### src/hw/rtl/dvaw_pkg.sv
`timescale 1ns / 1ps

package dvaw_pkg;

    // default geometry widths
    localparam int DIM_BITS_DEF    = 10;
    localparam int KERNEL_BITS_DEF = 4;
    localparam int ADDR_BITS_DEF   = 40;

    // fixed field widths
    localparam int PAD_BITS  = 8;
    localparam int STEP_BITS = 4;

    // input channel: start_req at bit 0, padded to a byte
    localparam int S_TDATA_W = 8;
    localparam int M_TUSER_W = 2;

    // saturating product passes: channels, three kernel sizes, three grid sizes
    localparam int GEOM_STEPS = 7;

    // register map, index order
    typedef enum logic [2:0] {
        REG_CHANNELS = 3'd0,
        REG_VOL_DIMS = 3'd1,
        REG_COL_DIMS = 3'd2,
        REG_KERNEL   = 3'd3,
        REG_PAD      = 3'd4,
        REG_STRIDE   = 3'd5,
        REG_DILATION = 3'd6
    } reg_idx_t;

    localparam int REG_IDX_W = 3;

    // precompute unit to walker
    typedef struct packed {
        logic busy;
        logic too_large;
    } geom_status_t;

    // APB data width: 64 once a packed dimension register passes 32 bits
    function automatic int apb_data_w(input int dim_bits);
        return (3 * dim_bits > 32) ? 64 : 32;
    endfunction

    // byte offset bits below the register index
    function automatic int apb_shift(input int dim_bits);
        return (3 * dim_bits > 32) ? 3 : 2;
    endfunction

endpackage

### src/hw/rtl/dvaw_geom.sv
`timescale 1ns / 1ps

module dvaw_geom #(
    parameter int DIM_BITS    = dvaw_pkg::DIM_BITS_DEF,
    parameter int KERNEL_BITS = dvaw_pkg::KERNEL_BITS_DEF,
    parameter int ADDR_BITS   = dvaw_pkg::ADDR_BITS_DEF
) (
    input  logic                         aclk,
    input  logic                         aresetn,
    input  logic                         cfg_wr,
    input  logic [DIM_BITS-1:0]          cfg_channels,
    input  logic [3*DIM_BITS-1:0]        cfg_vol_dims,
    input  logic [3*DIM_BITS-1:0]        cfg_col_dims,
    input  logic [3*KERNEL_BITS-1:0]     cfg_kernel_dims,
    output dvaw_pkg::geom_status_t       status
);

    localparam int FW     = (DIM_BITS > KERNEL_BITS) ? DIM_BITS : KERNEL_BITS;
    localparam int PW     = ADDR_BITS + 1 + FW;
    localparam int STEP_W = $clog2(dvaw_pkg::GEOM_STEPS);
    localparam logic [STEP_W-1:0] STEP_LAST = STEP_W'(dvaw_pkg::GEOM_STEPS - 1);
    // 2^ADDR_BITS is the largest legal count; one above it marks overflow
    localparam logic [ADDR_BITS:0] CAP      = {1'b1, {ADDR_BITS{1'b0}}};
    localparam logic [ADDR_BITS:0] CAP_OVER = CAP + (ADDR_BITS+1)'(1);

    logic                 busy_reg;
    logic [STEP_W-1:0]    step_reg;
    logic [ADDR_BITS:0]   ccount_reg;
    logic [ADDR_BITS:0]   vcount_reg;
    logic [FW-1:0]        fc;
    logic [FW-1:0]        fv;

    function automatic logic [ADDR_BITS:0] sat_mul(input logic [ADDR_BITS:0] a,
                                                   input logic [FW-1:0] f);
        logic [PW-1:0] p;
        p = PW'(a) * PW'(f);
        return (p > PW'(CAP)) ? CAP_OVER : p[ADDR_BITS:0];
    endfunction

    // factor per pass; fields: width lowest, depth highest
    always_comb begin
        case (step_reg)
            STEP_W'(0): begin
                fc = FW'(cfg_channels);
                fv = FW'(cfg_channels);
            end
            STEP_W'(1): begin
                fc = FW'(cfg_kernel_dims[2*KERNEL_BITS +: KERNEL_BITS]);
                fv = FW'(cfg_vol_dims[2*DIM_BITS +: DIM_BITS]);
            end
            STEP_W'(2): begin
                fc = FW'(cfg_kernel_dims[KERNEL_BITS +: KERNEL_BITS]);
                fv = FW'(cfg_vol_dims[DIM_BITS +: DIM_BITS]);
            end
            STEP_W'(3): begin
                fc = FW'(cfg_kernel_dims[0 +: KERNEL_BITS]);
                fv = FW'(cfg_vol_dims[0 +: DIM_BITS]);
            end
            STEP_W'(4): begin
                fc = FW'(cfg_col_dims[2*DIM_BITS +: DIM_BITS]);
                fv = FW'(1);
            end
            STEP_W'(5): begin
                fc = FW'(cfg_col_dims[DIM_BITS +: DIM_BITS]);
                fv = FW'(1);
            end
            STEP_W'(6): begin
                fc = FW'(cfg_col_dims[0 +: DIM_BITS]);
                fv = FW'(1);
            end
            default: begin
                fc = FW'(1);
                fv = FW'(1);
            end
        endcase
    end

    always_ff @(posedge aclk) begin
        if (!aresetn || cfg_wr) begin
            busy_reg   <= 1'b1;
            step_reg   <= '0;
            ccount_reg <= (ADDR_BITS+1)'(1);
            vcount_reg <= (ADDR_BITS+1)'(1);
        end else if (busy_reg) begin
            ccount_reg <= sat_mul(ccount_reg, fc);
            vcount_reg <= sat_mul(vcount_reg, fv);
            step_reg   <= step_reg + STEP_W'(1);
            if (step_reg == STEP_LAST) begin
                busy_reg <= 1'b0;
            end
        end
    end

    assign status.busy      = busy_reg;
    assign status.too_large = (ccount_reg > CAP) || (vcount_reg > CAP);

endmodule

### config.mk
export PLATFORM = sky130hd
export DESIGN_NAME = dvaw_geom
export DESIGN_NICKNAME = d
export VERILOG_FILES = /design/src/hw/rtl/dvaw_pkg.sv /design/src/hw/rtl/dvaw_geom.sv
export SDC_FILE = /design/constraint.sdc
export NUM_CORES = 2
export LEC_CHECK = 0
export BUFFER_PORTS_ARGS = -buffer_cell sky130_fd_sc_hd__buf_2
export CAP_MARGIN = 10
export CORE_MARGIN = 1
export CORE_UTILIZATION = 60
export CTS_BUF_LIST = sky130_fd_sc_hd__clkbuf_4
export CTS_CLUSTER_SIZE = 10
export DETAILED_ROUTE_END_ITERATION = 6
export PLACE_DENSITY = 0.78
export REMOVE_ABC_BUFFERS = 1
export SETUP_SLACK_MARGIN = 0.02
export SLEW_MARGIN = 20
export SYNTH_ARGS = -nofsm -noshare
export SYNTH_HDL_FRONTEND = slang
export SYNTH_SLANG_ARGS = --single-unit
### constraint.sdc
create_clock -name aclk -period 14.6 [get_ports aclk]
set_input_delay 4.38 -clock aclk [delete_from_list [all_inputs] [get_ports aclk]]
set_output_delay 4.38 -clock aclk [all_outputs]
set_load 0.01 [all_outputs]
**After elaboration in Yosys (flattened, before gate mapping)**

Index checks and enable logic that the tools add are counted.
Widths: inputs -> output; s select.

- Register bits after elaboration: 86
- Bits of input ports: 85
- Memories: 0
- Latch bits: 0
- Logic and storage cells: 27
- Memory bits (writable): 0
- Output and inout bits: 2
- ROM bits: 0

- Magnitude comparators: 4
- Multipliers: 2
- Reduce and logical (&&, ||, !) cells: 4
- Bitwise operators: 0
- Equality and inequality tests: 6
- Divide/modulo/power cells: 0
- Add/sub/neg operators: 1
- Multiplexer cells: 6
- Shift-type cells: 0

Operator list:

| operator | count |
|---|---|
| $gt 51x41->1 const B | 2 |
| $mul 41x10->51 | 2 |
| $gt 41x41->1 const B | 2 |
| $mux 41 | 2 |
| $pmux 10 s7 | 1 |
| $pmux 10 s4 | 1 |
| $eq 3x3->1 const B | 3 |
| $eq 3x2->1 const B | 2 |
| $add 3x1->3 const B | 1 |
| $eq 3x1->1 const B | 1 |
| $logic_not 3->1 | 1 |
| $logic_or 1x1->1 | 2 |
| $mux 1 | 2 |
| $logic_not 1->1 | 1 |

**Depth between registers and ports, before layout**

- Depth after elaboration: 5
- Mapped depth: 34
- Gate-level depth less buffers: 28

**Least setup slack after synthesis**

Ideal clock, no wire load.

- Path kind: input -> register
- Start: input cfg_vol_dims[11]
- End: register vcount_reg[18]
- Buffers on the path: 4
- Stages on the path: 29
- Required time: 14.516 ns
- Arrival time: 10.908 ns
- Slack: 3.608 ns
- Setup time: 0.084 ns
- Cells stage by stage: a222oi_1 > nor2_1 > a21oi_1 > nor2_1 > clkbuf_1 > nand2_1 > fa_1 > inv_1 > fa_1 > inv_1 > fa_1 > inv_1 > fa_1 > inv_1 > fa_1 > inv_1 > ha_1 > clkbuf_1 > nand2_1 > or3_1 > a2111oi_0 > nor4_2 > a31oi_1 > xor2_1 > nand4b_1 > o41a_1 > buf_2 > buf_2 > o31ai_2

- Cells in the longest elaborated chain, start to end: 4

RTL lines:

| element | line | source |
|---|---|---|
| from (decl) | dvaw_geom.sv:12 | `input logic [3*DIM_BITS-1:0] cfg_vol_dims,` |
| $pmux 10 s4 (*) | dvaw_geom.sv:42 | `case (step_reg)` |
| $mul 41x10->51 (*) | dvaw_geom.sv:36 | `p = PW'(a) * PW'(f);` |
| $gt 51x41->1 | dvaw_geom.sv:37 | `return (p > PW'(CAP)) ? CAP_OVER : p[ADDR_BITS:0];` |
| $mux 41 (*) | dvaw_geom.sv:37 |  |
| to (signal assigned) | dvaw_geom.sv:83 | `vcount_reg <= (ADDR_BITS+1)'(1);` |
| to (signal assigned) | dvaw_geom.sv:86 | `vcount_reg <= sat_mul(vcount_reg, fv);` |
| to (decl) | dvaw_geom.sv:29 | `logic [ADDR_BITS:0] vcount_reg;` |

Every way passes the cells marked *; elsewhere a longest branch is shown, timed or not.
A chain may end at the register's enable or synchronous reset.

**Worst setup path in the final report**

- Start: input cfg_channels[5]
- End: register vcount_reg[11]

- Cells in the longest elaborated chain, start to end: 4

RTL lines:

| element | line | source |
|---|---|---|
| from (decl) | dvaw_geom.sv:11 | `input logic [DIM_BITS-1:0] cfg_channels,` |
| $pmux 10 s4 (*) | dvaw_geom.sv:42 |  |
| $mul 41x10->51 (*) | dvaw_geom.sv:36 |  |
| $gt 51x41->1 | dvaw_geom.sv:37 |  |
| $mux 41 (*) | dvaw_geom.sv:37 |  |

Marked as above.

==> metrics.md <==
| Metric | Value |
|---|---|
| Grt ovf | 0 |
| Crit-path max FO | 41 |
| P_int | roughly 0.0017 W |
| Combinational share of power | 83.0% |
| Starting Density | 61.1% |
| TritonCTS clock tree | yes |
| Post-placement cell count | ~4.4k |
| Total die area | 53400 sq um |
| CTS Hold Bufs | 0 |
| RSZ-0062 raised after global routing | no |
| Initial antenna violation count | 4 |
| DRT iter0 DRCs | 2554 |
| Most frequent cells in the layout | fa_1 (620), inv_1 (615), nand2_1 (594) |
| Fraction of layout cells with a size suffix above 1 | 5.35% |
| Final hold vios | 0 |
| Post-DP HPWL | 67000 um |
| CTS clk-pin slew, worst paths | 190 ps |
| Syn-to-layout area delta | 2.43% |
| FFs w/ async S/R, synth | 0% |
| Row count | 83 |
| Die X | 231 um |
| Synthesized area | between 30000 and 40000 sq um |
| Crit path largest cell delay | 1020 ps |
| Wire per inst | 19.5 um |
| Post-synthesis sequential area ratio | 5.46% |
| Drc violations | 0 |
| CORE AREA | 51600 sq um |
| Mapped Cells | slightly below 4k |
| Status | finished clean |
| Via count | around 27k |
| Total GRT Usage | 34.1% |
| VDD IR max | 0.0818 mV |
| Worst Tran Pin Value | 1130 ps |
| CP required | 15050 ps |
| Synth unique cells | 85 |
| Post-synth EDFFs | 0 |
| Number of setup buffers added after CTS | 0 |
| Height of the die | about 230 um |
| Critical setup path kind | input port to flip-flop |
| Commonest non-fill, non-tap cell in the layout | fa_1 |
| Clock Power Share | 4.0% |
| Mean Syn Cell Area | 8.11 sq um |
| Fin crit period | 12350 ps |
| Leakage | 15.9 nW |
| Normalized max-slew margin | roughly 24% |
| PostCTS Resize Cnt | 0 |
| Clock Sinks | 86 |
| Switching Fraction | about three fifths |
| CP cell instances | buf_2 -> a222oi_1 -> nor2_1 -> a21oi_1 -> nor2_4 -> and2_1 -> fa_1 -> fa_1 -> fa_1 -> fa_1 -> inv_1 -> fa_1 -> inv_1 -> ha_1 -> a21oi_1 -> o21ai_0 -> a21oi_1 -> o21ai_0 -> nand3b_1 -> o21ai_0 -> xnor2_1 -> a2111oi_4 -> nand2_2 -> o31ai_1 |
| Synth Flop Type | dfxtp_1 |
| Hold Path Class | flip-flop to flip-flop |
| Arrival time worst endpoint | 12800 ps |
| RD Place Congestion | 1.03 |
| PwrDens | 131 nW/um^2 |
| Pre-Repair DR Iteration Count | 6 |
| Clock skew | 25.9 ps |
| Routed Wire Length | 86600 um |
| Critical-path top delay cell | a2111oi_4 |
| Number of vias per cell | 6.05 |
| Seq pwr share | 12.9% |
| Clock latency on the worst-skew pair | ~560 ps |
| Most frequent cell on the critical path | fa_1 |
| Clk buf depth | 2 |
| Max-slew violations | 0 |
| Final Net Count | 4635 |
| Critical Path End Type | flip-flop |
| Switching power | 0.00258 W |
| CP startpoint kind | input port |
| Max-cap violation count | 0 |
| Final setup fails | 0 |
| Final ANT Viol Nets | 0 |
| Largest net degree at the start of global routing | 46 |
| Fillers | roughly 4.5k |
| Synthesis-stage register bit count | 86 |
| Non-filler instance count after layout | 4443 |
| H-Tree Level Count | 3 |
| Final period util | a little over four fifths |
| Fmax | about 0.081 GHz |
| Vias in the first global route | 27.2k |
| Port bufs | 86 |
| IO Count | 87 |
| Setup Total Neg Slack | 0 ps |
| Synth warn | 0 |
| Root Buffer | clkbuf_4 |
| Total CTS buffers | 9 |
| Global-route wire length before repair | 144000 um |
cell usage after synthesis (22+ instances only):
library cell	n	area, sq um
o21ai_0	133	666
dfxtp_1	86	1720
or3_1	22	138
ha_1	178	2230
xnor2_1	31	272
nand3_1	44	220
inv_1	615	2310
a211oi_1	23	173
a21oi_1	165	826
fa_1	620	12400
nand2_1	594	2230
nor3_1	35	175
nor4_1	37	231
nor2_1	130	488
a21o_1	27	203
xor2_1	27	236
o31ai_1	25	188
clkbuf_1	236	886
a222oi_1	22	220
nand4_1	100	626
and2_1	461	2880
layer usage:
| layer | vias up | share of wire (%) | wire, um | track usage (%) |
|---|---|---|---|---|
| li1 | 12000 | - | - | - |
| met1 | 13400 | 43 | 37000 | 49.6 |
| met2 | 1308 | 44 | 38000 | 52.0 |
| met3 | 126 | 11 | 9540 | 7.12 |
| met4 | 2 | 2.3 | 1990 | 8.46 |
| met5 | - | 0.0092 | 8 | 0 |
power by group through the flow:
stage	logic [W]	registers [W]	clock network, W
after floorplan	0.00260	0.000405	0
after CTS	0.00348	0.000538	0.000167
final	0.00352	0.000548	0.000170
after detailed placement	0.00344	0.000544	0
after global placement	0.00339	0.000542	0
after global routing	0.00397	0.000558	0.000177
through the flow:
stage | power [W] | cell area (sq um) | hold slack, ps | worst slack (ps) | util (%)
6_report | 0.00424 | 32300 | 573 | 2250 | 62.5
5_1_grt | 0.00470 | 32300 | 587 | 1880 | 62.5
4_1_cts | 0.00419 | 32300 | 574 | 2530 | 62.5
3_5_place_dp | 0.00399 | 32100 | 553 | 1950 | 62.2
3_3_place_gp | 0.00394 | 32100 | 542 | 1890 | 62.2
2_1_floorplan | 0.00300 | 30500 | 514 | 2090 | -
worst max-delay path, delay by kind of cell:
kind,cells,cell delay [ps]
adders and majority gates,6,2870
buffers and inverters,3,180
xor gates and xnor gates,1,200
AOI/OAI and AO/OA,9,3140
and+or+nand+nor,5,2000
worst paths after layout:
check | from | to | slack [ps] | cells after the start
hold reg to reg | step_reg[0]$_SDFFE_PP0P_ | step_reg[0]$_SDFFE_PP0P_ | 570 | 2
setup reg to reg | step_reg[2]$_SDFFE_PP0P_ | vcount_reg[11]$_SDFFE_PP0P_ | 4350 | 25
setup / recovery | cfg_channels[5] | vcount_reg[11]$_SDFFE_PP0P_ | 2250 | 24
hold / removal | step_reg[0]$_SDFFE_PP0P_ | step_reg[0]$_SDFFE_PP0P_ | 570 | 2
cell families after synthesis:
family                   count (synthesis)  synth area share [%]
flip-flops                              86                  5.46
buffers and inverters                  882                  10.6
AND/OR/NAND/NOR                       1500                  24.0
AO/OA/AOI/OAI                          553                  11.5
multiplexers                             8                 0.266
XOR/XNOR                                58                  1.61
adder cells (fa/ha/maj)                798                  46.4
layout make-up:
type	count	area [sq um]	area share [%]
repair buffers	122	701	2.17
diodes	6	15.0	0.0465
inverters	616	2310	7.16
multi-input cells	2917	26500	82.2
flip-flops and latches	86	1720	5.34
clock buffers	9	67.6	0.209
clock inverters	7	72.6	0.225
well taps	680	851	2.64
No activity file was read; power rests on OpenSTA's default activity.
