<file path="src/hw/rtl/dvaw_pkg.sv">
`timescale 1ns / 1ps

package dvaw_pkg;

    // default geometry widths
    localparam int DIM_BITS_DEF    = 10;
    localparam int KERNEL_BITS_DEF = 4;
    localparam int ADDR_BITS_DEF   = 40;

    // fixed field widths
    localparam int PAD_BITS  = 8;
    localparam int STEP_BITS = 4;

    // input channel: start_req at bit 0, padded to a byte
    localparam int S_TDATA_W = 8;
    localparam int M_TUSER_W = 2;

    // saturating product passes: channels, three kernel sizes, three grid sizes
    localparam int GEOM_STEPS = 7;

    // register map, index order
    typedef enum logic [2:0] {
        REG_CHANNELS = 3'd0,
        REG_VOL_DIMS = 3'd1,
        REG_COL_DIMS = 3'd2,
        REG_KERNEL   = 3'd3,
        REG_PAD      = 3'd4,
        REG_STRIDE   = 3'd5,
        REG_DILATION = 3'd6
    } reg_idx_t;

    localparam int REG_IDX_W = 3;

    // precompute unit to walker
    typedef struct packed {
        logic busy;
        logic too_large;
    } geom_status_t;

    // APB data width: 64 once a packed dimension register passes 32 bits
    function automatic int apb_data_w(input int dim_bits);
        return (3 * dim_bits > 32) ? 64 : 32;
    endfunction

    // byte offset bits below the register index
    function automatic int apb_shift(input int dim_bits);
        return (3 * dim_bits > 32) ? 3 : 2;
    endfunction

endpackage

</file>
<file path="src/hw/rtl/dvaw_regs.sv">
`timescale 1ns / 1ps

module dvaw_regs #(
    parameter int DIM_BITS    = dvaw_pkg::DIM_BITS_DEF,
    parameter int KERNEL_BITS = dvaw_pkg::KERNEL_BITS_DEF
) (
    input  logic                                          aclk,
    input  logic                                          aresetn,
    input  logic                                          psel,
    input  logic                                          penable,
    input  logic                                          pwrite,
    input  logic [dvaw_pkg::REG_IDX_W+dvaw_pkg::apb_shift(DIM_BITS)-1:0] paddr,
    input  logic [dvaw_pkg::apb_data_w(DIM_BITS)-1:0]     pwdata,
    output logic [dvaw_pkg::apb_data_w(DIM_BITS)-1:0]     prdata,
    output logic                                          pready,
    output logic                                          cfg_wr,
    output logic [DIM_BITS-1:0]                           cfg_channels,
    output logic [3*DIM_BITS-1:0]                         cfg_vol_dims,
    output logic [3*DIM_BITS-1:0]                         cfg_col_dims,
    output logic [3*KERNEL_BITS-1:0]                      cfg_kernel_dims,
    output logic [3*dvaw_pkg::PAD_BITS-1:0]               cfg_pad_dims,
    output logic [3*dvaw_pkg::STEP_BITS-1:0]              cfg_stride_dims,
    output logic [3*dvaw_pkg::STEP_BITS-1:0]              cfg_dilation_dims
);

    localparam int PDATA_W = dvaw_pkg::apb_data_w(DIM_BITS);
    localparam int ASH     = dvaw_pkg::apb_shift(DIM_BITS);
    localparam int PADDR_W = dvaw_pkg::REG_IDX_W + ASH;

    logic [DIM_BITS-1:0]                 channels_reg;
    logic [3*DIM_BITS-1:0]               vol_dims_reg;
    logic [3*DIM_BITS-1:0]               col_dims_reg;
    logic [3*KERNEL_BITS-1:0]            kernel_dims_reg;
    logic [3*dvaw_pkg::PAD_BITS-1:0]     pad_dims_reg;
    logic [3*dvaw_pkg::STEP_BITS-1:0]    stride_dims_reg;
    logic [3*dvaw_pkg::STEP_BITS-1:0]    dilation_dims_reg;
    dvaw_pkg::reg_idx_t                  idx;

    assign pready = 1'b1;
    assign idx    = dvaw_pkg::reg_idx_t'(paddr[PADDR_W-1:ASH]);
    assign cfg_wr = psel && penable && pwrite && pready;

    always_ff @(posedge aclk) begin
        if (!aresetn) begin
            channels_reg      <= DIM_BITS'(1);
            vol_dims_reg      <= {3{DIM_BITS'(1)}};
            col_dims_reg      <= {3{DIM_BITS'(1)}};
            kernel_dims_reg   <= {3{KERNEL_BITS'(1)}};
            pad_dims_reg      <= '0;
            stride_dims_reg   <= {3{dvaw_pkg::STEP_BITS'(1)}};
            dilation_dims_reg <= {3{dvaw_pkg::STEP_BITS'(1)}};
        end else if (cfg_wr) begin
            case (idx)
                dvaw_pkg::REG_CHANNELS: channels_reg    <= pwdata[DIM_BITS-1:0];
                dvaw_pkg::REG_VOL_DIMS: vol_dims_reg    <= pwdata[3*DIM_BITS-1:0];
                dvaw_pkg::REG_COL_DIMS: col_dims_reg    <= pwdata[3*DIM_BITS-1:0];
                dvaw_pkg::REG_KERNEL:   kernel_dims_reg <= pwdata[3*KERNEL_BITS-1:0];
                dvaw_pkg::REG_PAD:      pad_dims_reg    <= pwdata[3*dvaw_pkg::PAD_BITS-1:0];
                dvaw_pkg::REG_STRIDE: begin
                    stride_dims_reg <= pwdata[3*dvaw_pkg::STEP_BITS-1:0];
                end
                dvaw_pkg::REG_DILATION: begin
                    dilation_dims_reg <= pwdata[3*dvaw_pkg::STEP_BITS-1:0];
                end
                default: ;
            endcase
        end
    end

    always_comb begin
        case (idx)
            dvaw_pkg::REG_CHANNELS: prdata = PDATA_W'(channels_reg);
            dvaw_pkg::REG_VOL_DIMS: prdata = PDATA_W'(vol_dims_reg);
            dvaw_pkg::REG_COL_DIMS: prdata = PDATA_W'(col_dims_reg);
            dvaw_pkg::REG_KERNEL:   prdata = PDATA_W'(kernel_dims_reg);
            dvaw_pkg::REG_PAD:      prdata = PDATA_W'(pad_dims_reg);
            dvaw_pkg::REG_STRIDE:   prdata = PDATA_W'(stride_dims_reg);
            dvaw_pkg::REG_DILATION: prdata = PDATA_W'(dilation_dims_reg);
            default:                prdata = '0;
        endcase
    end

    assign cfg_channels      = channels_reg;
    assign cfg_vol_dims      = vol_dims_reg;
    assign cfg_col_dims      = col_dims_reg;
    assign cfg_kernel_dims   = kernel_dims_reg;
    assign cfg_pad_dims      = pad_dims_reg;
    assign cfg_stride_dims   = stride_dims_reg;
    assign cfg_dilation_dims = dilation_dims_reg;

endmodule

</file>
<file path="config.mk">
export PLATFORM = sky130hd
export DESIGN_NAME = dvaw_regs
export DESIGN_NICKNAME = d
export VERILOG_FILES = /design/src/hw/rtl/dvaw_pkg.sv /design/src/hw/rtl/dvaw_regs.sv
export SDC_FILE = /design/constraint.sdc
export NUM_CORES = 1
export LEC_CHECK = 0
export BUFFER_PORTS_ARGS = -buffer_cell sky130_fd_sc_hd__buf_2
export CAP_MARGIN = 20
export CORE_ASPECT_RATIO = 1.75
export CORE_MARGIN = 1.5
export CORE_UTILIZATION = 35
export CTS_BUF_LIST = sky130_fd_sc_hd__clkbuf_4
export CTS_CLUSTER_SIZE = 10
export DETAILED_ROUTE_END_ITERATION = 8
export SKIP_LAST_GASP = 1
export SLEW_MARGIN = 5
export SYNTH_ARGS = -nofsm -noshare
export SYNTH_HDL_FRONTEND = slang
export SYNTH_SLANG_ARGS = --single-unit
</file>
<file path="constraint.sdc">
create_clock -name aclk -period 1.3 [get_ports aclk]
set_input_delay 0.065 -clock aclk [delete_from_list [all_inputs] [get_ports aclk]]
set_output_delay 0.065 -clock aclk [all_outputs]
set_load 0.03 [all_outputs]
</file>
After elaboration in Yosys (flattened, before gate mapping)
Index checks and enable logic that the tools add are counted.
- add/subtract/negate cells: 0
- multiply operators: 0
- div/mod/pow operators: 0
- order comparisons: 0
- equal/unequal tests: 6
- shift operators: 0
- mux-type cells: 1
- bitwise operators: 0
- reductions and logical operators: 10
- operators with widths (operator ; count):
    30-bit case mux with 7 select lines ; 1
    2-bit AND reduction ; 7
    3-bit equality test (second input constant) ; 3
    3-bit by 2-bit equality test with 1-bit output (second input constant) ; 2
    3-bit by 1-bit equality test with 1-bit output (second input constant) ; 1
    3-bit logical NOT ; 1
    1-bit logical AND ; 2
- bits in registers: 130
- bits in latches: 0
- RAM bits: 0
- bits in read-only memories: 0
- input bits: 42
- output and inout bits: 164
- logic and storage cells: 24
- memories: 0

Depth between registers and ports, before layout
Gate-level depths: netlist (run 1).
- depth in word-level cells: 3
- mapped depth: 6

Worst setup path after synthesis (run 1)
No wires, ideal clock.
- kind: input-to-output
- start: in paddr[2] (netlist name)
- end: out prdata[13] (netlist name)
- arrival: 1342 ps
- data required time: 1235 ps
- path slack: -107 ps
- cell stages on the path: 5
- path buffers: 2
- path through: buf_4 > nor2b_1 > buf_2 > a22oi_1 > o21ai_0
- word-level cells in the longest chain between the ends: 2
- ends and longest elaborated chain (what ; line ; source):
    from (decl) ; dvaw_regs.sv:12 ; input logic [dvaw_pkg::REG_IDX_W+dvaw_pkg::apb_shift(DIM_BITS)-1:0] paddr,
    3-bit equality test, or another cell as far along ; dvaw_regs.sv:71 ; case (idx)
    30-bit case mux with 7 select lines * ; dvaw_regs.sv:71 ;
    to (decl) ; dvaw_regs.sv:14 ; output logic [dvaw_pkg::apb_data_w(DIM_BITS)-1:0] prdata,
Every way passes the cells marked *; elsewhere a longest branch is shown, timed or not.

Worst setup path in the final report (run 1)
- start: reg col_dims_reg[1] (netlist: cfg_col_dims[1])
- end: out prdata[1] (netlist name)
- word-level cells in the longest chain between the ends: 1
- ends and longest elaborated chain (what ; line ; source):
    from (decl) ; dvaw_regs.sv:32 ; logic [3*DIM_BITS-1:0] col_dims_reg;
    from (signal assigned) ; dvaw_regs.sv:47 ; col_dims_reg <= {3{DIM_BITS'(1)}};
    from (signal assigned) ; dvaw_regs.sv:56 ; dvaw_pkg::REG_COL_DIMS: col_dims_reg <= pwdata[3*DIM_BITS-1:0];
    30-bit case mux with 7 select lines ; dvaw_regs.sv:71 ;
Every way passes these cells.

==> impl_results.md, run 1 <==
- Clock sinks: 130
- Top-level I/O count: 206
- Crit. Startpoint: cfg_col_dims[1]$_SDFFE_PN0P_
- MaxCap Viol Count: 0
- Dpl cells: between 1000 and 1500
- Height of the die: between 150 and 200 um
- Skew-Pair Late Insertion Delay: approximately 500 ps
- Yosys top cell area share: around 44%
- GRT overflow: 0
- Worst-Margin Slew: 768 ps
- Placed Area: just under 8000 um^2
- Top fanout value on the critical path: 3
- Area leader, netlist: dfxtp_1
- CP required: between 1000 and 1500 ps
- Initial antenna violation count: 1
- Post-synth ARST share: 0%
- Post-detail-place hpwl: ~15000 um
- First-pass GRT wire length: between 30000 and 40000 um
- Startpoint types: flop
- Pwr/cell area: around 870 nW/um^2
- GRT Total Usage: between 20% and 30%
- Post-place setup slack: -221 ps
- Post-synth EDFFs: 0
- Starting Density: a little over a third
- Row cnt: 62
- Top FF cell, synth: dfxtp_1
- Vias in the first global route: ~5700
- Fmax: about 0.60 GHz
- Failing checks: setup timing
- Post-route DRC: 0
- Largest net degree at the start of global routing: 54
- Maximum clock path buffer count: 2
- Capturing point of the worst reg2reg path: cfg_vol_dims[10]$_SDFFE_PN1P_
- Hold crit path type: input pin to flop
- Reg2Reg Depth: 3
- Antenna viol nets, final: 0
- IO buf count: 198
- Reg2Reg Setup Slack: ~500 ps
- Netlist Area Pre-Place: between 5000 and 6000 um^2
- Drt total wl: 20900 um
- Commonest non-fill, non-tap cell in the layout: nand2_1
- Final setup vio count: 25
- Synth cell types: 38
- Yosys reg bits: 130
- Combinational power share: 12.8%
- Hold WS: 47.0 ps
- H-tree depth: 4
- Syn Area/Cell: roughly 9.5 um^2
- Die Footprint: 17800 um^2
- Fin. Hold Viols: 0
- Flop pwr share: between 50% and 60%
- Nets: 987
- Slew HR: 48.7%
- Final period util: 128%
- Die X: around 100 um
- Worst reg2reg startpoint: cfg_vol_dims[10]$_SDFFE_PN1P_
- Reg clk slew, reported paths: 130 ps
- Routed via count: between 5000 and 6000
- Fin area: 9050 um^2
- First-pass DRT Iterations: 4
- CP Capture Type: output pin
- Layout cell share with drive strength beyond 1: 48.6%
- TritonCTS Buffers: 17
- CTS tree: built
- Cell count after synthesis: between 600 and 700
- Final worst slack: -361 ps
- Sw frac: a little over a quarter
- Routed len/inst: ~18 um
- Leak pwr: 4.21 nW
- Vias per inst: just under 5
- Pins Over Slew Limit: 0
- Post-synthesis sequential area ratio: 43.9%
- Initial DRC count: around 210
- Non-Filler Instances: 1182
- Internal Power: just under 6 mW
- Setup CP Type: flop to output pin
- GPL Wtd Cong: 0.812
- Crit path time final: 1660 ps
- Clock Power Share: between 30% and 40%
- CORE AREA: between 15000 and 20000 um^2
- Setup crit end: prdata[1]
- Peak supply drop: 0.493 mV
- RSZ-0062 raised after global routing: true
- Area delta synth->final: 52.6%
- CTS root buffer: clkbuf_4
- Top post-synthesis cells by area: dfxtp_1 44%, mux2i_1 22%, nand2_1 9.9%
- Worst Clk Skew: 0 ps
- Setup TNS: -3740 ps
- Ys Warns: 0
- Switching power of the nets: approximately 2.1 mW
- Most frequent cells in the layout: 157 x nand2_1, 145 x buf_4, 141 x buf_2
- Outcome: complete, but fails checks
- Arrival @ worst endpoint: about 1600 ps
==> state kept, by name, indices dropped and copies added, names as in the netlist <==
register           flops
cfg_col_dims          30
cfg_vol_dims          30
cfg_pad_dims          24
cfg_channels          10
cfg_stride_dims       12
cfg_kernel_dims       12
cfg_dilation_dims     12
==> stage by stage <==
step | utilization [%] | power (mW)
6_report | 54.8 | 7.91
5_1_grt | 54.8 | 8.18
4_1_cts | 53.8 | 7.96
3_5_place_dp | 46.7 | 5.00
3_3_place_gp | 46.7 | 5.00
2_1_floorplan | - | 4.61
==> metal layers <==
layer	global-route usage [%]	part of all wire, %
met1	25.0	40
met2	41.4	53
met3	3.72	3.2
met4	12.3	4.5
met5	0	0
==> worst max-delay path, cell delays in order, from the launching register on <==
cell,delay (ps)
dfxtp_2,350
mux2i_2,200
o32ai_2,120
a211o_1,230
buf_2,180
==> what timing repair did <==
action | in CTS | in global routing
pin swaps | 11 | 3
endpoints found under the hold margin | 130 | 0
buffers inserted | 40 | 1
gates resized for setup | 113 | 68
hold buffers | 33 | 0
endpoints found under the setup margin | 36 | 53
==> cells in the mapped netlist (2+ instances only) <==
cell and n:
o21ai_0 23, buf_4 7, nand3_1 6, a21oi_1 2, nor3b_2 2, mux2_2 2
a22o_1 16, conb_1 2, buf_2 14, dfxtp_1 130, and2_1 2, o211ai_1 8
nand2b_1 2, o32ai_1 8, a32oi_1 4, mux2i_1 129, nor2_4 3, nor2b_1 12
nor2_1 7, buf_6 10, clkbuf_1 21, nand2_1 157, a2bb2oi_1 4, a211o_1 8
buf_1 2, a221oi_1 2, nand4b_1 2, o311ai_0 5, inv_1 11, a22oi_1 18
==> cell families after synthesis <==
kind of cell,count (synthesis),synth area share [%]
mux,131,22.2
simple gates,201,15.4
other cells,2,0.127
compound gates,98,12.3
buf+inv,65,6.12
flops,130,43.9
==> worst min-delay path by stage <==
stage,from,endpoint,depth (start not counted)
after global routing,psel,cfg_kernel_dims[8]$_SDFFE_PN1P_,4
after floorplan,pwdata[0],cfg_pad_dims[0]$_SDFFE_PN0P_,2
final,psel,cfg_kernel_dims[8]$_SDFFE_PN1P_,4
after CTS,psel,cfg_kernel_dims[8]$_SDFFE_PN1P_,4
after global placement,pwdata[20],cfg_pad_dims[20]$_SDFFE_PN0P_,3
after detailed placement,pwdata[20],cfg_pad_dims[20]$_SDFFE_PN0P_,3
==> cell type report <==
class,count,area [um^2]
clock inverters,12,141
inverters,11,41.3
well taps,224,280
clock buffers,19,143
multi-input cells,433,3130
flip-flops and latches,130,2700
diodes,1,2.50
fillers,1564,7470
repair buffers,352,2610
==> power by group through the flow <==
stage	Sequential [mW]	Combinational (mW)	Clock [mW]
finish	4.04	1.01	2.86
global route	4.04	1.07	3.07
global placement	4.13	0.867	0
detailed placement	4.13	0.868	0
CTS	4.04	0.992	2.93
floorplan	4.19	0.422	0
Power figures use the tool's default switching activity.
==> run 2: changes to the inputs <==
- PLACE_DENSITY: unset -> 0.66
==> impl_results.md, run 2 (synthesis gave the netlist of run 1 again) <==
- RSZ-0062 raised after global routing: true
- Leak pwr: approximately 4.2 nW
- Worst-Margin Slew: slightly below 900 ps
- TritonCTS Buffers: 17
- Most frequent cells in the layout: 157 x nand2_1, 141 x buf_4, 128 x mux2i_1
- Routed via count: about 6000
- Top-level I/O count: 206
- Largest net degree at the start of global routing: 50
- Layout cell share with drive strength beyond 1: roughly half
- Number of fill cells: about 1500
- Vias per inst: ~5
- GRT overflow: 0
- Antenna viol nets, final: 0
- Reg clk slew, reported paths: approximately 130 ps
- Vias in the first global route: about 5900
- GPL Wtd Cong: between 0.8 and 0.9
- IO buf count: 198
- Startpoint types: flop
- Top fanout value on the critical path: 2
- Fmax: a little over 0.6 GHz
- CP required: ~1200 ps
- Maximum clock path buffer count: 2
- CTS root buffer: clkbuf_4
- Arrival @ worst endpoint: 1590 ps
- Drt total wl: between 20000 and 25000 um
- Setup CP Type: flop to output pin
- Height of the die: between 150 and 200 um
- Hold crit path type: input pin to flop
- Crit path time final: between 1500 and 2000 ps
- Final Power: 8.26 mW
- Setup TNS: -4200 ps
- Die X: 101 um
- Nets: between 900 and 1000
- Post-place setup slack: -279 ps
- Outcome: complete, but fails checks
- GRT Total Usage: around 23%
- Initial DRC count: ~210
- Post-route DRC: 0
- Clock sinks: between 100 and 150
- Reg2Reg Depth: 3
- CORE AREA: 16500 um^2
- Pwr/cell area: ~900 nW/um^2
- Skew-Pair Late Insertion Delay: just over 500 ps
- Utilization of the core after routing: 55.6%
- Slew HR: roughly two fifths
- Commonest non-fill, non-tap cell in the layout: nand2_1
- Peak supply drop: 0.594 mV
- Post-detail-place hpwl: approximately 14000 um
- First-pass GRT wire length: approximately 31000 um
- Area delta synth->final: 54.9%
- H-tree depth: 4
- First-pass DRT Iterations: 6
- Initial antenna violation count: 2
- Starting Density: 35.9%
- Row cnt: 62
- Pins Over Slew Limit: 0
- Die Footprint: about 18000 um^2
- Routed len/inst: ~17 um
- Final setup vio count: 30
- CTS tree: built
- CP Capture Type: output pin
- MaxCap Viol Count: 0
- Final period util: 127%
- Worst Clk Skew: 0 ps
- Final worst slack: -351 ps
- Hold depth: 3
- Failing checks: setup timing
- Fin. Hold Viols: 0
-- run 2: cell types whose count changed in the layout (fill, tap and decap cells not counted), moves of 4 or more --
| cell | previous run | this run |
|---|---|---|
| buf_2 | 141 | 118 |
| buf_4 | 145 | 141 |
| inv_6 | 0 | 4 |
| buf_6 | 10 | 37 |
-- run 2: metrics by stage --
| stage | cells | area [um^2] | hold WS [ps] |
|---|---|---|---|
| global route | 1179 | 9190 | 44.5 |
| finish | 1179 | 9190 | 50.5 |
| detailed placement | 1058 | 7540 | 341 |
| floorplan | 628 | 5950 | 207 |
| global placement | 1058 | 7540 | 324 |
| CTS | 1174 | 8890 | 7.99 |
-- run 2: path summary, 6_finish.rpt --
check,from,end,slack (ps)
max,cfg_stride_dims[11]$_SDFFE_PN0P_,prdata[11],-350
min,penable,cfg_kernel_dims[0]$_SDFFE_PN1P_,50
max reg2reg,cfg_vol_dims[20]$_SDFFE_PN1P_,cfg_vol_dims[20]$_SDFFE_PN1P_,500
min reg2reg,cfg_channels[6]$_SDFFE_PN0P_,cfg_channels[6]$_SDFFE_PN0P_,480
-- run 2: final cells by class --
| cell class | count | area (um^2) | area share, % |
|---|---|---|---|
| Antenna cell | 2 | 5.00 | 0.0545 |
| Clock buffer | 18 | 135 | 1.47 |
| Clock inverter | 14 | 203 | 2.21 |
| Inverter | 11 | 41.3 | 0.449 |
| Multi-Input combinational cell | 433 | 3110 | 33.9 |
| Sequential cell | 130 | 2700 | 29.4 |
| Tap cell | 224 | 280 | 3.05 |
| Timing Repair Buffer | 347 | 2710 | 29.5 |
-- run 2: power breakdown --
group          switching [mW]  internal [mW]  leakage (nW)
registers              0.0242           4.02          1.08
clock network            1.64           1.58         0.178
logic                   0.580          0.422          2.98
total                    2.24           6.02          4.24
-- run 2: critical path, cell delays in order, from the launching register on --
cell and delay, ps:
dfxtp_2 340, mux2_2 270, a221oi_2 230, a21oi_2 70, buf_6 150
-- run 2: metal layers --
layer  GRT usage, %  vias to the layer above  share of wire (%)
met5              0                        -                  0
li1               -                     2823                  -
met2           42.9                      223                 54
met4           10.2                        0                3.3
met3           4.68                       44                4.8
met1           23.7                     2801                 38
-- run 2: timing repair --
action                     4_1_cts  5_1_grt
hold buffers                    31        0
resized for setup              126      133
setup buffers                   53        4
hold endpoints to repair       130        0
setup endpoints to repair       31       79
pin swaps                       11       10
