## src/hw/rtl/dvaw_pkg.sv

```systemverilog
`timescale 1ns / 1ps

package dvaw_pkg;

    // default geometry widths
    localparam int DIM_BITS_DEF    = 10;
    localparam int KERNEL_BITS_DEF = 4;
    localparam int ADDR_BITS_DEF   = 40;

    // fixed field widths
    localparam int PAD_BITS  = 8;
    localparam int STEP_BITS = 4;

    // input channel: start_req at bit 0, padded to a byte
    localparam int S_TDATA_W = 8;
    localparam int M_TUSER_W = 2;

    // saturating product passes: channels, three kernel sizes, three grid sizes
    localparam int GEOM_STEPS = 7;

    // register map, index order
    typedef enum logic [2:0] {
        REG_CHANNELS = 3'd0,
        REG_VOL_DIMS = 3'd1,
        REG_COL_DIMS = 3'd2,
        REG_KERNEL   = 3'd3,
        REG_PAD      = 3'd4,
        REG_STRIDE   = 3'd5,
        REG_DILATION = 3'd6
    } reg_idx_t;

    localparam int REG_IDX_W = 3;

    // precompute unit to walker
    typedef struct packed {
        logic busy;
        logic too_large;
    } geom_status_t;

    // APB data width: 64 once a packed dimension register passes 32 bits
    function automatic int apb_data_w(input int dim_bits);
        return (3 * dim_bits > 32) ? 64 : 32;
    endfunction

    // byte offset bits below the register index
    function automatic int apb_shift(input int dim_bits);
        return (3 * dim_bits > 32) ? 3 : 2;
    endfunction

endpackage

```

## src/hw/rtl/dvaw_back.sv

```systemverilog
`timescale 1ns / 1ps

module dvaw_back #(
    parameter int DIM_BITS    = dvaw_pkg::DIM_BITS_DEF,
    parameter int KERNEL_BITS = dvaw_pkg::KERNEL_BITS_DEF,
    parameter int ADDR_BITS   = dvaw_pkg::ADDR_BITS_DEF
) (
    input  logic                              aclk,
    input  logic                              aresetn,
    input  logic [DIM_BITS-1:0]               cfg_channels,
    input  logic [3*DIM_BITS-1:0]             cfg_vol_dims,
    input  logic [3*DIM_BITS-1:0]             cfg_col_dims,
    input  logic [3*KERNEL_BITS-1:0]          cfg_kernel_dims,
    input  logic [3*dvaw_pkg::PAD_BITS-1:0]   cfg_pad_dims,
    input  logic [3*dvaw_pkg::STEP_BITS-1:0]  cfg_stride_dims,
    input  logic [3*dvaw_pkg::STEP_BITS-1:0]  cfg_dilation_dims,
    input  dvaw_pkg::geom_status_t            geom,
    input  logic                              q_valid,
    input  logic                              q_start,
    output logic                              q_pop,
    output logic                              m_tvalid,
    input  logic                              m_tready,
    output logic [ADDR_BITS-1:0]              m_col_addr,
    output logic [ADDR_BITS-1:0]              m_vol_addr,
    output logic                              m_in_window,
    output logic                              m_last,
    output logic                              m_too_large
);

    localparam int PB  = dvaw_pkg::PAD_BITS;
    localparam int SB  = dvaw_pkg::STEP_BITS;
    localparam int SW  = ((DIM_BITS > KERNEL_BITS) ? DIM_BITS : KERNEL_BITS) + SB + 2;
    localparam int DW1 = DIM_BITS + 1;
    localparam int KW1 = KERNEL_BITS + 1;
    localparam int M1W = (2 * DIM_BITS + 1 > ADDR_BITS) ? 2 * DIM_BITS + 1 : ADDR_BITS;
    localparam int M2W = ADDR_BITS + DIM_BITS + 1;

    typedef enum logic [4:0] {
        ST_IDLE  = 5'b00001,
        ST_AXIS  = 5'b00010,
        ST_MUL_D = 5'b00100,
        ST_MUL_H = 5'b01000,
        ST_EMIT  = 5'b10000
    } state_t;

    state_t state_reg, state_next;

    // walk position; axis 0 = width, 2 = depth
    logic [DIM_BITS-1:0]               chan_reg, chan_next, chan_adv;
    logic [2:0][KERNEL_BITS-1:0]       koff_reg, koff_next, koff_adv;
    logic [2:0][DIM_BITS-1:0]          pos_reg, pos_next, pos_adv;
    logic [ADDR_BITS-1:0]              col_idx_reg, col_idx_next, col_idx_adv;

    // per-item work
    logic                              empty_reg;
    logic                              inside_reg;
    logic                              last_reg;
    logic [2:0][DIM_BITS-1:0]          coord_reg;
    logic [ADDR_BITS-1:0]              acc_reg;

    // result slot
    logic                              m_tvalid_reg;
    logic [ADDR_BITS-1:0]              col_out_reg;
    logic [ADDR_BITS-1:0]              vol_out_reg;
    logic                              in_out_reg;
    logic                              last_out_reg;
    logic                              tl_out_reg;

    logic [2:0][DIM_BITS-1:0]          vdim;
    logic [2:0][DIM_BITS-1:0]          cdim;
    logic [2:0][KERNEL_BITS-1:0]       kdim;
    logic [2:0][PB-1:0]                pad;
    logic [2:0][SB-1:0]                stride;
    logic [2:0][SB-1:0]                dil;
    logic [2:0][SW-1:0]                ax_val;
    logic [2:0]                        ax_in;
    logic                              cfg_empty;
    logic                              last_c;
    logic                              out_load;
    logic [M1W-1:0]                    m1;
    logic [M2W-1:0]                    m2;
    logic [M2W-1:0]                    m3;

    always_comb begin
        for (int k = 0; k < 3; k++) begin
            vdim[k]   = cfg_vol_dims[k*DIM_BITS +: DIM_BITS];
            cdim[k]   = cfg_col_dims[k*DIM_BITS +: DIM_BITS];
            kdim[k]   = cfg_kernel_dims[k*KERNEL_BITS +: KERNEL_BITS];
            pad[k]    = cfg_pad_dims[k*PB +: PB];
            stride[k] = cfg_stride_dims[k*SB +: SB];
            dil[k]    = cfg_dilation_dims[k*SB +: SB];
        end
    end

    assign cfg_empty = (cfg_channels == '0)
                    || (kdim[0] == '0) || (kdim[1] == '0) || (kdim[2] == '0)
                    || (cdim[0] == '0) || (cdim[1] == '0) || (cdim[2] == '0);

    // padded coordinate per axis; a negative value wraps high and fails the bound
    always_comb begin
        for (int k = 0; k < 3; k++) begin
            ax_val[k] = SW'(pos_reg[k]) * SW'(stride[k])
                      + SW'(koff_reg[k]) * SW'(dil[k])
                      - SW'(pad[k]);
            ax_in[k]  = ax_val[k] < SW'(vdim[k]);
        end
    end

    always_comb begin
        last_c = (chan_reg == cfg_channels - DIM_BITS'(1));
        for (int k = 0; k < 3; k++) begin
            last_c = last_c
                  && (koff_reg[k] == kdim[k] - KERNEL_BITS'(1))
                  && (pos_reg[k] == cdim[k] - DIM_BITS'(1));
        end
    end

    // advance: innermost width position first, channel last
    always_comb begin
        logic carry;
        carry    = 1'b1;
        pos_adv  = pos_reg;
        koff_adv = koff_reg;
        chan_adv = chan_reg;
        for (int k = 0; k < 3; k++) begin
            if (carry) begin
                if (DW1'(pos_reg[k]) + DW1'(1) >= DW1'(cdim[k])) begin
                    pos_adv[k] = '0;
                end else begin
                    pos_adv[k] = pos_reg[k] + DIM_BITS'(1);
                    carry      = 1'b0;
                end
            end
        end
        for (int k = 0; k < 3; k++) begin
            if (carry) begin
                if (KW1'(koff_reg[k]) + KW1'(1) >= KW1'(kdim[k])) begin
                    koff_adv[k] = '0;
                end else begin
                    koff_adv[k] = koff_reg[k] + KERNEL_BITS'(1);
                    carry       = 1'b0;
                end
            end
        end
        if (carry) begin
            if (DW1'(chan_reg) + DW1'(1) >= DW1'(cfg_channels)) begin
                chan_adv = '0;
            end else begin
                chan_adv = chan_reg + DIM_BITS'(1);
                carry    = 1'b0;
            end
        end
        col_idx_adv = carry ? '0 : col_idx_reg + ADDR_BITS'(1);
    end

    always_comb begin
        state_next   = state_reg;
        chan_next    = chan_reg;
        koff_next    = koff_reg;
        pos_next     = pos_reg;
        col_idx_next = col_idx_reg;
        q_pop        = 1'b0;
        out_load     = 1'b0;
        case (state_reg)
            ST_IDLE: begin
                if (q_valid && !geom.busy) begin
                    q_pop = 1'b1;
                    if (cfg_empty) begin
                        state_next = ST_EMIT;
                    end else begin
                        state_next = ST_AXIS;
                        if (q_start) begin
                            chan_next    = '0;
                            koff_next    = '0;
                            pos_next     = '0;
                            col_idx_next = '0;
                        end
                    end
                end
            end
            ST_AXIS:  state_next = ST_MUL_D;
            ST_MUL_D: state_next = ST_MUL_H;
            ST_MUL_H: state_next = ST_EMIT;
            ST_EMIT: begin
                if (!m_tvalid_reg || m_tready) begin
                    out_load   = 1'b1;
                    state_next = ST_IDLE;
                    if (!empty_reg) begin
                        chan_next    = chan_adv;
                        koff_next    = koff_adv;
                        pos_next     = pos_adv;
                        col_idx_next = col_idx_adv;
                    end
                end
            end
            default: state_next = ST_IDLE;
        endcase
    end

    // volume index, one multiply per step: ((c*D + tp)*H + hp)*W + wp
    assign m1 = M1W'(chan_reg) * M1W'(vdim[2]) + M1W'(coord_reg[2]);
    assign m2 = M2W'(acc_reg) * M2W'(vdim[1]) + M2W'(coord_reg[1]);
    assign m3 = M2W'(acc_reg) * M2W'(vdim[0]) + M2W'(coord_reg[0]);

    always_ff @(posedge aclk) begin
        if (!aresetn) begin
            state_reg    <= ST_IDLE;
            chan_reg     <= '0;
            koff_reg     <= '0;
            pos_reg      <= '0;
            col_idx_reg  <= '0;
            m_tvalid_reg <= 1'b0;
        end else begin
            state_reg   <= state_next;
            chan_reg    <= chan_next;
            koff_reg    <= koff_next;
            pos_reg     <= pos_next;
            col_idx_reg <= col_idx_next;
            if (out_load) begin
                m_tvalid_reg <= 1'b1;
            end else if (m_tready) begin
                m_tvalid_reg <= 1'b0;
            end
        end
    end

    always_ff @(posedge aclk) begin
        if (q_pop) begin
            empty_reg <= cfg_empty;
        end
        if (state_reg == ST_AXIS) begin
            inside_reg <= &ax_in;
            last_reg   <= last_c;
            for (int k = 0; k < 3; k++) begin
                coord_reg[k] <= ax_val[k][DIM_BITS-1:0];
            end
        end
        if (state_reg == ST_MUL_D) begin
            acc_reg <= m1[ADDR_BITS-1:0];
        end
        if (state_reg == ST_MUL_H) begin
            acc_reg <= m2[ADDR_BITS-1:0];
        end
        if (out_load) begin
            col_out_reg  <= empty_reg ? '0 : col_idx_reg;
            vol_out_reg  <= (empty_reg || !inside_reg) ? '0 : m3[ADDR_BITS-1:0];
            in_out_reg   <= !empty_reg && inside_reg;
            last_out_reg <= empty_reg || last_reg;
            tl_out_reg   <= geom.too_large;
        end
    end

    assign m_tvalid    = m_tvalid_reg;
    assign m_col_addr  = col_out_reg;
    assign m_vol_addr  = vol_out_reg;
    assign m_in_window = in_out_reg;
    assign m_last      = last_out_reg;
    assign m_too_large = tl_out_reg;

`ifndef SYNTHESIS
    a_no_start_while_precompute: assert property (
        @(posedge aclk) disable iff (!aresetn) geom.busy |-> !q_pop
    ) else $error("item taken while overflow check still running");

    a_pop_needs_item: assert property (
        @(posedge aclk) disable iff (!aresetn) q_pop |-> q_valid
    ) else $error("pop from empty queue");

    a_outside_is_zero: assert property (
        @(posedge aclk) disable iff (!aresetn)
        (m_tvalid_reg && !in_out_reg) |-> (vol_out_reg == '0)
    ) else $error("volume index not zero outside window");

    a_restart_clears: assert property (
        @(posedge aclk) disable iff (!aresetn)
        (q_pop && q_start && !cfg_empty) |=> (col_idx_reg == '0 && chan_reg == '0)
    ) else $error("restart did not clear the walk");
`endif

endmodule

```

## config.mk

```make
export PLATFORM = sky130hd
export DESIGN_NAME = dvaw_back
export DESIGN_NICKNAME = d
export VERILOG_FILES = /design/src/hw/rtl/dvaw_pkg.sv /design/src/hw/rtl/dvaw_back.sv
export SDC_FILE = /design/constraint.sdc
export NUM_CORES = 2
export LEC_CHECK = 0
export ABC_AREA = 1
export BUFFER_PORTS_ARGS = -buffer_cell sky130_fd_sc_hd__buf_2
export CORE_MARGIN = 5
export CORE_UTILIZATION = 50
export CTS_CLUSTER_SIZE = 25
export DETAILED_ROUTE_END_ITERATION = 12
export PLACE_DENSITY = 0.67
export SYNTH_ARGS = -nofsm -noshare
export SYNTH_HDL_FRONTEND = slang
export SYNTH_SLANG_ARGS = --single-unit
```

## constraint.sdc

```tcl
create_clock -name aclk -period 9.65 [get_ports aclk]
set_clock_uncertainty 0.15 [all_clocks]
set_input_delay 0.965 -clock aclk [delete_from_list [all_inputs] [get_ports aclk]]
set_output_delay 0.965 -clock aclk [all_outputs]
set_load 0.05 [all_outputs]
```

Word-level counts from Yosys, hierarchy flattened. Cells that the tools add are included.

Bits in registers: 254. Input bits: 137.

$add $sub $neg: 31. Multipliers: 9. Magnitude comparators: 10. Equality and inequality tests: 23. Multiplexer cells: 63. Reductions and logical operators: 40.

Operators by type and width (number): $mux 40 (8); $mux 30 (5); $mux 10 (12); $add 40x10->40 (2); $mul 40x10->40 (2); $pmux 40 s2 (1); $mux 12 (5); $pmux 30 s2 (1); $lt 16x10->1 (3); $sub 15x8->16 (3); $add 14x8->15 (3); $add 10x1->11 const B (4); $ge 11x10->1 (4); $mul 10x4->14 (3); $reduce_and 7->1 (6); $add 10x1->10 const B (4); $add 40x1->40 const B (1); $eq 10x10->1 (4); $logic_not 10->1 (4); $sub 10x1->10 const B (4); $pmux 5 s5 (1); $mul 4x4->8 (3); $mux 4 (6); $pmux 12 s2 (1); 24 further kinds (86).

Longest topological paths before layout.
Depth in word-level cells: 13. Depth in mapped cells: 28. Depth with buffers taken out: 28.

Worst setup path before layout. No wires, ideal clock.

Path type: input -> register. Start point: input port cfg_vol_dims[1]. End point: register vol_out_reg[35], in the netlist m_vol_addr[35], data pin. Library setup time: 0.253 ns. Arrival: 5.599 ns. Data required time: 9.247 ns. Path slack: 3.648 ns. Stages on the path: 23. Cells stage by stage: clkbuf_1 > clkbuf_1 > nand2_1 > fa_1 > inv_1 > fa_1 > inv_1 > fa_1 > inv_1 > fa_1 > fa_1 > ha_1 > nand2_1 > nor2_1 > nand2_1 > o21ai_0 > nand4_1 > nand2_1 > nand2_1 > nand2_1 > nand2_1 > nand2_1 > nor2_1.

Word-level cells in the longest chain between the ends: 2.

Ends and longest elaborated chain: start: declaration (RTL line dvaw_back.sv:11) `input logic [3*DIM_BITS-1:0] cfg_vol_dims,`; $mul 40x10->40 (RTL line dvaw_back.sv:203) `assign m3 = M2W'(acc_reg) * M2W'(vdim[0]) + M2W'(coord_reg[0]);`; $add 40x10->40 (RTL line dvaw_back.sv:203); end signal: assignment (RTL line dvaw_back.sv:246) `vol_out_reg <= (empty_reg || !inside_reg) ? '0 : m3[ADDR_BITS-1:0];`; end: declaration (RTL line dvaw_back.sv:64) `logic [ADDR_BITS-1:0] vol_out_reg;`.

Every way passes these cells. A chain may end at the register's enable or synchronous reset.

Worst setup path in the final report.
Start point: input port cfg_vol_dims[1]. End point: register vol_out_reg[36], in the netlist m_vol_addr[36], data pin.

Same word-level chain as after synthesis.

==> out/metrics.csv <==
metric,value,unit
status,"finished, final reports clean",
Post-synth ARST share,0,%
buffers plus inverters on the worst setup path,5,
antenna violations before repair,9,
worst hold stages,2,
fraction of power spent switching nets,55.6,%
post-CTS setup buffer count,0,
critical path's largest stage delay,0.75,ns
CP startpoint,cfg_vol_dims[1],
clk_lat worst skew,0.59,ns
cells along the critical path,buf_2 > nand2_1 > fa_1 > inv_1 > fa_1 > fa_1 > fa_1 > inv_1 > fa_1 > inv_1 > ha_1 > nand2_1 > nor2_1 > inv_1 > nor4_1 > o21ai_0 > nand3_1 > o21ai_0 > a21oi_1,
final setup TNS,0,ns
DR WL/cell,17.1,um
Worst path slowest cell,buf_2,
Final Max Slew Viols,0,
crit-path max FO,40,
CTS buffer count,34,
Final Hold Fails,0,
crit path DAT,6.87,ns
MaxCap Viol Count,0,
dpl ws,2.61,ns
Die H,325,um
simple-gate share of the synthesized area,19.8,%
cells after synthesis,6648,
number of synthesized flops with an enable pin,156,
final-layout fill cell count,9729,
Ports,222,
Pre-Repair DR Iteration Count,6,
endpoints failing setup,0,
I/O Buffers,221,
Crit path top cell by count,fa_1,
detailed router's first-iteration violation count,2994,
row cnt,115,
die area,106000,um2
Post-Syn Area,49600,um2
grt total ovfl,0,
WL final,136000,um
Vias,41500,
Synth area leaders,"fa_1 (30%), inv_1 (13%), nand2_1 (12%)",
Core Box Area,98400,um2
GR Util All Layers,25.8,%
Peak supply drop,0.167,mV
Area after DPL,51300,um2
slew at the pin with the worst max-slew slack,1.15,ns
Cell variety after synth,64,
vias in the first global route,42500,
start point of the worst hold path,col_idx_reg[35],
Synth Area per Inst,7.46,um2
Flop pwr share,12.8,%
register area share after synthesis,13.4,%
placed cells,7911,
Final ANT Viol Nets,0,
mux share of post-synthesis cell area,0.0429,%
xor/xnor share of the synthesized area,3.00,%
r2r startpoint,acc_reg[17],
#FFs+latches synth,254,
share of cells above drive strength 1,5.56,%
Final Instance Area,52500,um2
Hold Buf Count CTS,0,
syn_nets,7963,
worst min path class,flip-flop to flip-flop,
largest family of logic cells by synthesized area,adder cells,
clock root cell,clkbuf_16,
CTS tree,built,
DP Wirelength,108000,um
Initial Util,50.4,%
final routed DRC violation total,0,
most frequent cells in the layout,"inv_1 (1769), nand2_1 (1603), fa_1 (747)",
Worst Hold Path EP,col_idx_reg[35],
largest net degree at the start of global routing,74,
"commonest non-fill, non-tap cell in the layout",inv_1,
Area Overhead vs Synth,5.88,%
H-tree Lvls,2,
Final Worst Setup Slack,3.03,ns
FF-to-FF path depth,18,
min Tclk post-route,6.62,ns
vias per cell,5.21,
die width,325,um
Layout Nets,7975,
Pleak,0.0295,uW
crit path capture type,flip-flop,
Combinational Power Share,75.9,%
Slew HR,23.6,%
top-area cell type share of the netlist area,30.2,%
Crit Path Category,input pin to flip-flop,
GP Congestion,0.940,
Synth Area in Compound Gates,6.99,%
Power Density,229,nW/um2
post-CTS resize count,0,
global-route wire length before repair,223000,um
maximum clock rate,0.151,GHz
RSZ-0062 raised after global routing,no,
Clk pwr share,11.3,%
Crit path max-delay family,adder cells,
Synth Area in Adders,41.0,%
Sw Pwr,6680,uW
"Reg clk slew, reported paths",0.06,ns
Worst EP required,9.90,ns
period utilisation layout,68.6,%
r2r setup slk,3.10,ns
CTS Buffer Depth,3,
worst r2r dst,m_vol_addr[36],
CTS Sinks,254,
Yosys warning total,0,
"area leader, netlist",fa_1,
CP startpoint kind,input pin,
Post-synth top flop,edfxtp_1,
total power,12000,uW
Pint,5340,uW
Layout Cells excl Fill,7980,
## power groups by stage
stage / Clock (uW) / Combinational [uW] / Sequential [uW]
2_1_floorplan: 0 / 6730 / 1410
3_3_place_gp: 0 / 8950 / 1550
3_5_place_dp: 0 / 9070 / 1560
4_1_cts: 1390 / 9150 / 1530
5_1_grt: 1440 / 10400 / 1550
6_report: 1360 / 9120 / 1540
## cell usage after synthesis, types with 15 or more instances
master	count
o21a_1	16
nand2_1	1604
buf_1	19
a31oi_1	23
edfxtp_1	156
nor4_1	15
buf_4	15
nor2_1	382
o21ai_0	183
a21o_1	21
buf_2	33
clkbuf_1	190
inv_1	1769
xor2_1	114
a21oi_1	272
nor3_1	66
o21bai_1	21
nand3_1	165
xnor2_1	56
dfxtp_1	98
fa_1	747
nand4_1	77
ha_1	431
## how the worst max path moves through the flow
stage,cells past startpoint,endpoint,slack [ns]
after floorplan,23,m_vol_addr[35],3.65
after global placement,19,m_vol_addr[36],2.66
after detailed placement,19,m_vol_addr[36],2.61
after CTS,19,m_vol_addr[36],3.18
after global routing,19,m_vol_addr[36],2.79
final,19,m_vol_addr[36],3.03
## cells by family (layout without fill, tap and decap cells)
group / after synthesis / after routing
adders and majority gates: 1178 / 1178
AOI/OAI and AO/OA: 616 / 616
buffers and inverters: 2046 / 2083
DFF: 254 / 254
and+or+nand+nor: 2382 / 2382
other: 0 / 8
muxes: 2 / 2
xor gates and xnor gates: 170 / 170
## worst min-delay path: stages (launching register included)
cell and delay [ns]:
dfxtp_1 0.32, nand2_1 0.06, a21oi_1 0.05
## layer usage
layer	share of wire [%]	up-vias	global-route usage (%)	routed length, um
met4	2.9	4	7.26	3950
met2	49	1384	44.7	66200
met3	6.1	234	3.25	8350
met1	42	20100	34.2	57700
met5	0.015	-	0	21
li1	-	19800	-	-
## per-stage QoR
step / hold slack [ns] / util (%)
after global placement: 0.321 / 52.2
after detailed placement: 0.326 / 52.2
after CTS: 0.335 / 53.3
after floorplan: 0.308 / -
final: 0.335 / 53.3
after global routing: 0.373 / 53.3
## layout make-up
cell class | count | area (um2) | area share (%)
diodes | 8 | 20.0 | 0.0381
well taps | 1287 | 1610 | 3.07
inverters | 1782 | 6690 | 12.7
multi-input cells | 4348 | 35100 | 66.9
flip-flops and latches | 254 | 6650 | 12.7
clock buffers | 48 | 955 | 1.82
clock inverters | 13 | 191 | 0.365
repair buffers | 240 | 1250 | 2.38
Power figures use the tool's default switching activity.
